`config.mk`:
```
export PLATFORM = sky130hd
export DESIGN_NAME = cemg_sqrt
export DESIGN_NICKNAME = d
export VERILOG_FILES = /design/src/rtl/core/cemg_pkg.sv /design/src/rtl/core/cemg_sqrt.sv
export SDC_FILE = /design/constraint.sdc
export NUM_CORES = 2
export LEC_CHECK = 0
export BUFFER_PORTS_ARGS = -buffer_cell sky130_fd_sc_hd__buf_2
export CAP_MARGIN = 20
export CORE_MARGIN = 3
export CORE_UTILIZATION = 30
export DETAILED_ROUTE_END_ITERATION = 8
export GPL_ROUTABILITY_DRIVEN = 0
export HOLD_SLACK_MARGIN = 0.1
export PLACE_DENSITY = 0.43
export SKIP_LAST_GASP = 1
export SYNTH_ARGS = -nofsm -noshare
export SYNTH_HDL_FRONTEND = slang
export SYNTH_MEMORY_MAX_BITS = 65536
export SYNTH_SLANG_ARGS = --single-unit
```
`constraint.sdc`:
```
create_clock -name clk -period 3.7 [get_ports clk]
set_input_delay 0.37 -clock clk [delete_from_list [all_inputs] [get_ports clk]]
set_output_delay 0.37 -clock clk [all_outputs]
set_load 0.02 [all_outputs]
```
`src/rtl/core/cemg_pkg.sv`:
```
`timescale 1ns / 1ps
// Shared constants for the two-circle enclosing merge pipeline.
package cemg_pkg;

	// Fixed-point fraction bits of coordinates and radii
	localparam int FRAC_BITS = 16;

	// Pipelined square root: one result bit per stage, 64-bit radicand
	localparam int SQRT_LAT = 32;

	// Pipelined divider: one quotient bit per stage, Q1.30 quotient
	localparam int DIV_LAT = 31;

	// Unit vector component of one in Q1.30
	localparam logic [30:0] UNIT_ONE = 31'h4000_0000;

	// Largest radius value
	localparam logic [30:0] RAD_MAX = 31'h7FFF_FFFF;

endpackage

```
`src/rtl/core/cemg_sqrt.sv`:
```
`timescale 1ns / 1ps
// Pipelined integer square root, floor of the root of a 64-bit value.
module cemg_sqrt
	import cemg_pkg::*;
(
	input  logic        clk,
	input  logic        en,
	input  logic [63:0] radicand,
	output logic [31:0] root
);

	logic [63:0] rad_s  [SQRT_LAT];
	logic [35:0] rem_s  [SQRT_LAT];
	logic [31:0] root_s [SQRT_LAT];

	genvar k;
	for (k = 0; k < SQRT_LAT; k++) begin : g_stage
		logic [63:0] rad_in;
		logic [35:0] rem_in;
		logic [35:0] rem_sh;
		logic [35:0] trial;
		logic [31:0] root_in;
		logic        ge;

		if (k == 0) begin : g_first
			assign rad_in  = radicand;
			assign rem_in  = '0;
			assign root_in = '0;
		end else begin : g_next
			assign rad_in  = rad_s[k-1];
			assign rem_in  = rem_s[k-1];
			assign root_in = root_s[k-1];
		end

		// Bring down the next bit pair and try the next root bit
		assign rem_sh = {rem_in[33:0], rad_in[63:62]};
		assign trial  = {2'b00, root_in, 2'b01};
		assign ge     = (rem_sh >= trial);

		always_ff @(posedge clk) begin
			if (en) begin
				rad_s[k]  <= {rad_in[61:0], 2'b00};
				rem_s[k]  <= ge ? (rem_sh - trial) : rem_sh;
				root_s[k] <= {root_in[30:0], ge};
			end
		end
	end

	assign root = root_s[SQRT_LAT-1];

endmodule

```
==> flow_metrics.tcl <==
set metrics [dict create \
    setup_slack_ps 64.1 \
    fillers 37905 \
    synthTopCellsByCount "edfxtp_1 (2,523), inv_1 (707), nand2_1 (633)" \
    fin_area_um2 137000 \
    synth_top_family_by_area "simple AND/OR/NAND/NOR gates" \
    htreeDepth 5 \
    setup.worst_path.start_class "register" \
    grt_pass1_vias 72154 \
    start_util_pct 30.2 \
    grt_max_degree 147 \
    yosysMostFrequentCell "edfxtp_1" \
    cts_sinks 2523 \
    status "complete, no violations" \
    leakagePower_nw 51.5 \
    async_flop_share_pct 0 \
    drive_above_1_share_pct 10.3 \
    finalPower_mw 84.2 \
    r2r_cells 11 \
    clock_latency_ps 870 \
    fin_skew_ps 45.8 \
    hpwl_mm 194 \
    grt_util_all_layers_pct 13.1 \
    syn2layout_area_growth_pct 16.5 \
    pre_cts_ws_ps -225 \
    synth_ff_type "edfxtp_1" \
    ant_nets 0 \
    holdWs_ps 215 \
    core-area_um2 390000 \
    drt_iter0_drc 5365 \
    regArea_um2 75800 \
    dieArea_um2 400000 \
    arrival_ps 4240 \
    dr.pass1.iters 6 \
    critPathCapture "rem_s[25][29]" \
    fin_cells 15097 \
    io_pins 98 \
    antenna_found_initial 6 \
    powerDensity_nw_per_um2 615 \
    overflow 0 \
    synth.largest_area_cell "edfxtp_1" \
    syn_inst 9089 \
    die_y_um 632 \
    relSlewSlack_pct 42.5 \
    reg2reg_setup_slack_ps 60 \
    wl_per_cell_um 17.7 \
    synth_compound_area_share_pct 9.57 \
    grt_first_pass_wirelength_mm 416 \
    cts.reportedPaths.clkPinSlew_ps 60 \
    period_minus_slack_ps 3640 \
    netlist_area_um2 118000 \
    critPathMaxFanout 3 \
    avgSynthCellArea_um2 12.9 \
    worstMarginPinSlew_ps 855 \
    r2r_start "rem_s[24][0]" \
    ys_seq_elements 2523 \
    synth_xor_area_share_pct 6.25 \
    synth_nets 9717 \
    rsz0062_at_grt "yes" \
    cts_root_buffer "clkbuf_16" \
    die_w_um 632 \
    vias_per_cell 4.73 \
    synthMuxAreaShare_pct 0.921 \
    numCtsBuffers 296 \
    portBuffers 97 \
    synthSimpleGateAreaFrac_pct 10.0 \
    crit_type "reg -> reg" \
    placed_area_um2 127000 \
    rows 229 \
    fin_crit_sh_pct 98.3 \
    synth_top_area_share_pct 64.4 \
    startpoint "rem_s[24][0]" \
    wl_mm 267 \
    fin_nets 10292 \
    clk_path_buf_depth 4 \
    cp.required_ps 4310 \
    yosysUniqueCellTypes 96 \
    ys_warn_count 0 \
    cts_tree "done" \
    vias 71424 \
    fin_setup_tns_ps 0 \
    min_path_type "in -> reg" \
    hold_depth 2 \
    hold_viol 0 \
    cp-end-kind "register" \
    synth_edf_count 2523 \
    synthAdderAreaFrac_pct 5.98 \
    drc 0 \
    clock.fmax_mhz 275 \
    yosysSeqAreaShare_pct 64.4 \
    dp.cells 14494 \
    r2r-end "rem_s[25][29]" \
    cap_violations 0 \
    final_core_util_pct 35.2 \
    final-setup-viol-count 0 \
    finalMaxSlewViolations 0 \
    synthTopCellsByArea "edfxtp_1 (64%), ha_1 (6.0%), xnor2_1 (3.4%)" \
    multiInputGateArea_um2 38700 \
    peakVddDrop_mv 0.378 \
]
-- final cells by class --
class / count / share of cell area, %
clock buffers: 368 / 5.76
multi-input cells: 5681 / 28.3
well taps: 5197 / 4.75
flip-flops and latches: 2523 / 55.3
inverters: 715 / 1.96
diodes: 3 / 0.00548
clock inverters: 163 / 1.22
repair buffers: 447 / 2.73
-- worst max-delay path: stages (launching register included) --
cell and delay, ps:
edfxtp_1 390, ha_1 310, buf_4 120, o21a_1 150, o22ai_1 140, o21ai_0 680
a21oi_1 200, o311a_1 430, o31ai_1 520, nand2_1 200, nand4_1 160, xnor2_1 70
-- worst min path at each step --
stage,startpoint,end,slack [ps]
2_1_floorplan,rad_s[9][18],rad_s[10][20],400
3_3_place_gp,rad_s[1][18],rad_s[2][20],400
3_5_place_dp,rad_s[9][22],rad_s[10][24],400
4_1_cts,radicand[46],rad_s[0][46],100
5_1_grt,radicand[48],rad_s[0][48],140
6_report,radicand[50],rad_s[0][50],220
-- registers in the layout, indices dropped and copies added (netlist names) --
name	flops
rem_s	1003
rad_s	992
root_s	528
-- layout by cell type (no fill, tap or decap), drive strengths merged, types with 18 or more instances in the layout --
cell type and n:
edfxtp 2523, inv 718, nand2 633, ha 562, nor2 547, a21oi 541
o21ai 488, xnor2 455, xor2 383, buf 380, clkbuf 368, nor3 223
a21o 222, nand3 167, nor4 118, clkinv 117, nand4 110, or3 103
o21a 101, nand2b 98, mux2 90, nor2b 75, o31ai 68, dlygate4sd3 67
or2 60, a211oi 58, or4 51, o21bai 49, and3 46, a31oi 42
and2 36, bufinv 32, o211ai 31, a21boi 26, nand3b 24, nand4b 19
a2111oi 18
-- logic make-up after synthesis --
kind of cell    count (synthesis)
compound gates               1812
flops                        2523
other cells                     1
buf+inv                       885
xor+xnor                      838
fa+ha+maj                     562
simple gates                 2371
mux                            97
-- power by group --
| part | switching [mW] | internal, mW |
|---|---|---|
| logic | 9.62 | 7.25 |
| registers | 2.35 | 36.1 |
| clock network | 11.6 | 17.4 |
| total | 23.5 | 60.7 |
-- routing by layer --
| layer | vias up | part of all wire [%] | GRT usage, % |
|---|---|---|---|
| met4 | 0 | 2.8 | 3.85 |
| met2 | 1448 | 48 | 22.4 |
| met1 | 34697 | 45 | 17.1 |
| li1 | 34860 | - | - |
| met3 | 419 | 4.4 | 1.99 |
| met5 | - | 0 | 0 |
-- what timing repair did --
item,CTS,global route
endpoints found under the hold margin,88,0
buffers inserted,1,1
setup endpoints to repair,3,114
pin swaps,0,4
hold buffers,67,0
gates resized for setup,2,38
No activity file was read; power rests on OpenSTA's default activity.
