===== src/rtl/core/cemg_pkg.sv =====
`timescale 1ns / 1ps
// Shared constants for the two-circle enclosing merge pipeline.
package cemg_pkg;

	// Fixed-point fraction bits of coordinates and radii
	localparam int FRAC_BITS = 16;

	// Pipelined square root: one result bit per stage, 64-bit radicand
	localparam int SQRT_LAT = 32;

	// Pipelined divider: one quotient bit per stage, Q1.30 quotient
	localparam int DIV_LAT = 31;

	// Unit vector component of one in Q1.30
	localparam logic [30:0] UNIT_ONE = 31'h4000_0000;

	// Largest radius value
	localparam logic [30:0] RAD_MAX = 31'h7FFF_FFFF;

endpackage


===== src/rtl/core/cemg_div.sv =====
`timescale 1ns / 1ps
// Pipelined divider giving floor(mag * 2^30 / den) for mag not above den.
module cemg_div
	import cemg_pkg::*;
(
	input  logic        clk,
	input  logic        en,
	input  logic [30:0] mag,
	input  logic [31:0] den,
	output logic [30:0] quo
);

	logic [31:0] rem_s [DIV_LAT];
	logic [31:0] den_s [DIV_LAT];
	logic [30:0] quo_s [DIV_LAT];

	genvar k;
	for (k = 0; k < DIV_LAT; k++) begin : g_stage
		logic [31:0] rem_in;
		logic [31:0] den_in;
		logic [30:0] quo_in;
		logic        nbit;
		logic [32:0] rem_sh;
		logic [32:0] diff;
		logic        ge;

		// Dividend is mag shifted up by 30: only its lowest bit enters late
		if (k == 0) begin : g_first
			assign rem_in = {2'b00, mag[30:1]};
			assign den_in = den;
			assign quo_in = '0;
			assign nbit   = mag[0];
		end else begin : g_next
			assign rem_in = rem_s[k-1];
			assign den_in = den_s[k-1];
			assign quo_in = quo_s[k-1];
			assign nbit   = 1'b0;
		end

		// Shift in one dividend bit and subtract when it fits
		assign rem_sh = {rem_in, nbit};
		assign diff   = rem_sh - {1'b0, den_in};
		assign ge     = (rem_sh >= {1'b0, den_in});

		always_ff @(posedge clk) begin
			if (en) begin
				rem_s[k] <= ge ? diff[31:0] : rem_sh[31:0];
				den_s[k] <= den_in;
				quo_s[k] <= {quo_in[29:0], ge};
			end
		end
	end

	assign quo = quo_s[DIV_LAT-1];

endmodule


===== config.mk =====
export PLATFORM = sky130hd
export DESIGN_NAME = cemg_div
export DESIGN_NICKNAME = d
export VERILOG_FILES = /design/src/rtl/core/cemg_pkg.sv /design/src/rtl/core/cemg_div.sv
export SDC_FILE = /design/constraint.sdc
export NUM_CORES = 2
export LEC_CHECK = 0
export BUFFER_PORTS_ARGS = -buffer_cell sky130_fd_sc_hd__buf_2
export CAP_MARGIN = 20
export CORE_MARGIN = 3
export CORE_UTILIZATION = 45
export DETAILED_ROUTE_END_ITERATION = 12
export PLACE_DENSITY = 0.58
export SLEW_MARGIN = 20
export SYNTH_ARGS = -nofsm -noshare
export SYNTH_HDL_FRONTEND = slang
export SYNTH_SLANG_ARGS = --single-unit

===== constraint.sdc =====
create_clock -name clk -period 4.8 [get_ports clk]
set_input_delay 0.24 -clock clk [delete_from_list [all_inputs] [get_ports clk]]
set_output_delay 0.24 -clock clk [all_outputs]
set_load 0.05 [all_outputs]

==> metrics <==
Syn-to-layout area delta=11.76%; Psw=39.70 mW; met2 Use GR=33.12%; P_int=63.54 mW; synthesized cell area=134200 um^2; VDD IR max=0.0002800 V; Worst-Skew Late Latency=0.90 ns; Min-Delay Path Class=primary input to flop; Setup TNS Final=0 ns; chip height=552.1 um; FF+latch area=72550 um^2; crit-path max FO=28; routed vias=91440; clock-pin transition on the worst setup and hold timing paths=0.06 ns; CTS tree=built; Fill cells=26140; Worst-Margin Slew=1.042 ns; routed len/inst=20.17 um; Die Wd=552.1 um; final hold violation count=0; CP max stage cell=o21ai_4; Final nets=13460; Total GRT Usage=21.19%; starting density of the core=45.45%; pin count of the biggest net entering global routing=150; Logic pwr share=45.4%; met1 usage=31.07%; vias in the first global route=88200; row count=199; Netlist cell types=93; f_max=0.2200 GHz; Period minus WS final=4.546 ns; RSZ-0062 raised after global routing=no; Synth async-reset ratio=0%; area occupied by multi-input gates=56000 um^2; crit share post-route=94.70%; cells on worst reg2reg path=12; WHS Path Cells=2; Sw Share=38.46%; root buffer cell=clkbuf_16; Synth Flop Type=edfxtp_1; clock buffer count from CTS=283; max_cap viols=0; drt initial violations=7955; antenna viol nets, final=0; relative slew slack=28.73%; sequential fraction of the synthesis area=54.06%; PnR Total Power=103.2 mW; most frequent cells in the layout=edfxtp_1, inv_1, a21oi_1; first-pass GRT wire length=514.7 mm; vias per cell=5.538; placed cell area=140200 um^2; Crit. End Element=flop; syn_area_per_cell=11.10 um^2; design area=150000 um^2; core area=295300 um^2; # clock sinks=2416; First-pass DRT Iterations=6; clk buf depth=4; final worst slack=0.2544 ns; max incr delay on CP=0.65 ns; Final Max Slew Viols=0; # H-tree levels=5; static leakage=61.36 nW; Critical Path RT=5.40 ns; Remaining Overflow, GRT=0; final setup violation count=0; Flop pwr share=34.1%; crit-path cells=ha_1 -> and4_1 -> and3_1 -> o21ai_0 -> o221ai_1 -> a21boi_0 -> o21ai_1 -> a41o_1 -> a211oi_1 -> o21ai_4 -> buf_4 -> mux2_2; Clk network pwr share=20.4%; number of enable flip-flop cells after synthesis=2416; hpwl dp=251.1 mm; Place WS=0.3115 ns; initial antenna violation count=2; Setup CP Type=flop to flop; I/O pins=96; Buffers on Ports=95; Power per Cell Area=688.3 nW/um^2; arrival time worst endpoint=5.15 ns; crit path launch type=flop; Post-Route Skew=0.03635 ns; DRC errors left=0; Die Area=304800 um^2; GP Congestion=0.9211; status=completed; Post-Syn Instances=12090; Yosys reg bits=2416; Top Usage Layer GRT=met2; Synth Net Count=13180; most common cell after layout, fill and taps aside=edfxtp_1; layout cells sized above 1=7.513%; routed wire length=333.1 mm; yosys warns=0; # Post-CTS Setup Buffers=0; grt met3 use=2.713%
[Yosys cell counts (all sizes together), types with 39 or more instances]
cell | count | share of area [%]
edfxtp | 2416 | 54
nor2b | 152 | 0.71
inv | 1241 | 3.5
a211oi | 83 | 0.49
o21bai | 144 | 0.81
clkbuf | 273 | 0.76
nand2b | 170 | 0.79
nor2 | 699 | 2.0
nand2 | 967 | 2.7
and3 | 62 | 0.29
xor2 | 325 | 2.1
a31oi | 89 | 0.42
buf | 49 | 0.18
a21oi | 1057 | 3.9
o21ai | 907 | 3.4
a21o | 541 | 3.0
and2 | 45 | 0.21
or3 | 39 | 0.18
o31ai | 77 | 0.44
nor3 | 113 | 0.42
nand3 | 181 | 0.67
nand4 | 168 | 0.78
xnor2 | 491 | 3.2
o21a | 103 | 0.58
mux2 | 196 | 1.7
ha | 990 | 9.2
a21boi | 43 | 0.24
[critical path, delay by kind of cell (launching register included)]
kind | cells | cell delay (ns)
flip-flops | 1 | 0.40
multiplexers | 1 | 0.37
adder cells (fa/ha/maj) | 1 | 0.37
AO/OA/AOI/OAI | 7 | 2.23
AND/OR/NAND/NOR | 2 | 0.51
buffers and inverters | 1 | 0.37
[worst paths after layout]
check	slack [ns]	endpoint	start
worst max register to register	0.25	rem_s[7][40]	rem_s[7][4]
worst min-delay path	0.10	den_s[0][26]	den[26]
worst min register to register	0.39	quo_s[14][26]	quo_s[13][56]
worst max-delay path	0.25	rem_s[7][40]	rem_s[7][4]
[registers in the layout, indices dropped and copies added, names as in the netlist]
name and flops:
rem_s 960, quo_s 496, den_s 960
[final cells by class]
class                   count  share of cell area (%)
flip-flops and latches   2416                   48.37
multi-input cells        8114                   37.34
clock buffers             340                   4.978
well taps                3919                   3.269
inverters                1241                   3.106
repair buffers            320                   1.887
clock inverters           161                   1.045
diodes                      2                0.003337
[metrics by stage]
step | utilization [%] | std cells | hold WS [ns]
global route | 50.79 | 16510 | 0.06562
global placement | 47.47 | 15940 | 0.4006
floorplan | - | 12090 | 0.3389
finish | 50.79 | 16510 | 0.1014
CTS | 50.77 | 16510 | 0.003424
detailed placement | 47.47 | 15940 | 0.4045
[power groups by stage]
stage	clock network [mW]	registers, mW	logic, mW
global placement	0	35.8	45.7
detailed placement	0	35.7	46.2
global route	22.7	35.7	52.4
floorplan	0	33.5	34.9
finish	21.1	35.2	46.9
CTS	21.8	35.4	46.7
[metal layers]
layer | routed length [um] | part of all wire (%) | vias to the layer above
met3 | 17740 | 5.3 | 450
met4 | 8603 | 2.6 | 0
met5 | 0 | 0 | -
met1 | 158200 | 48 | 44150
met2 | 148500 | 45 | 2305
li1 | - | - | 44540
[cell families after synthesis]
| group | count (synthesis) | share of synthesized area [%] |
|---|---|---|
| mux | 209 | 1.753 |
| xor+xnor | 816 | 5.325 |
| flops | 2416 | 54.06 |
| buf+inv | 1563 | 4.418 |
| compound gates | 3346 | 15.36 |
| simple gates | 2723 | 9.412 |
| fa+ha+maj | 1020 | 9.677 |
[timing repair]
| item | in CTS | in global routing |
|---|---|---|
| setup endpoints to repair | 0 | 27 |
| hold endpoints to repair | 103 | 0 |
| hold buffers | 72 | 0 |
| resized for setup | 0 | 1 |
No activity file was read; power rests on OpenSTA's default activity.
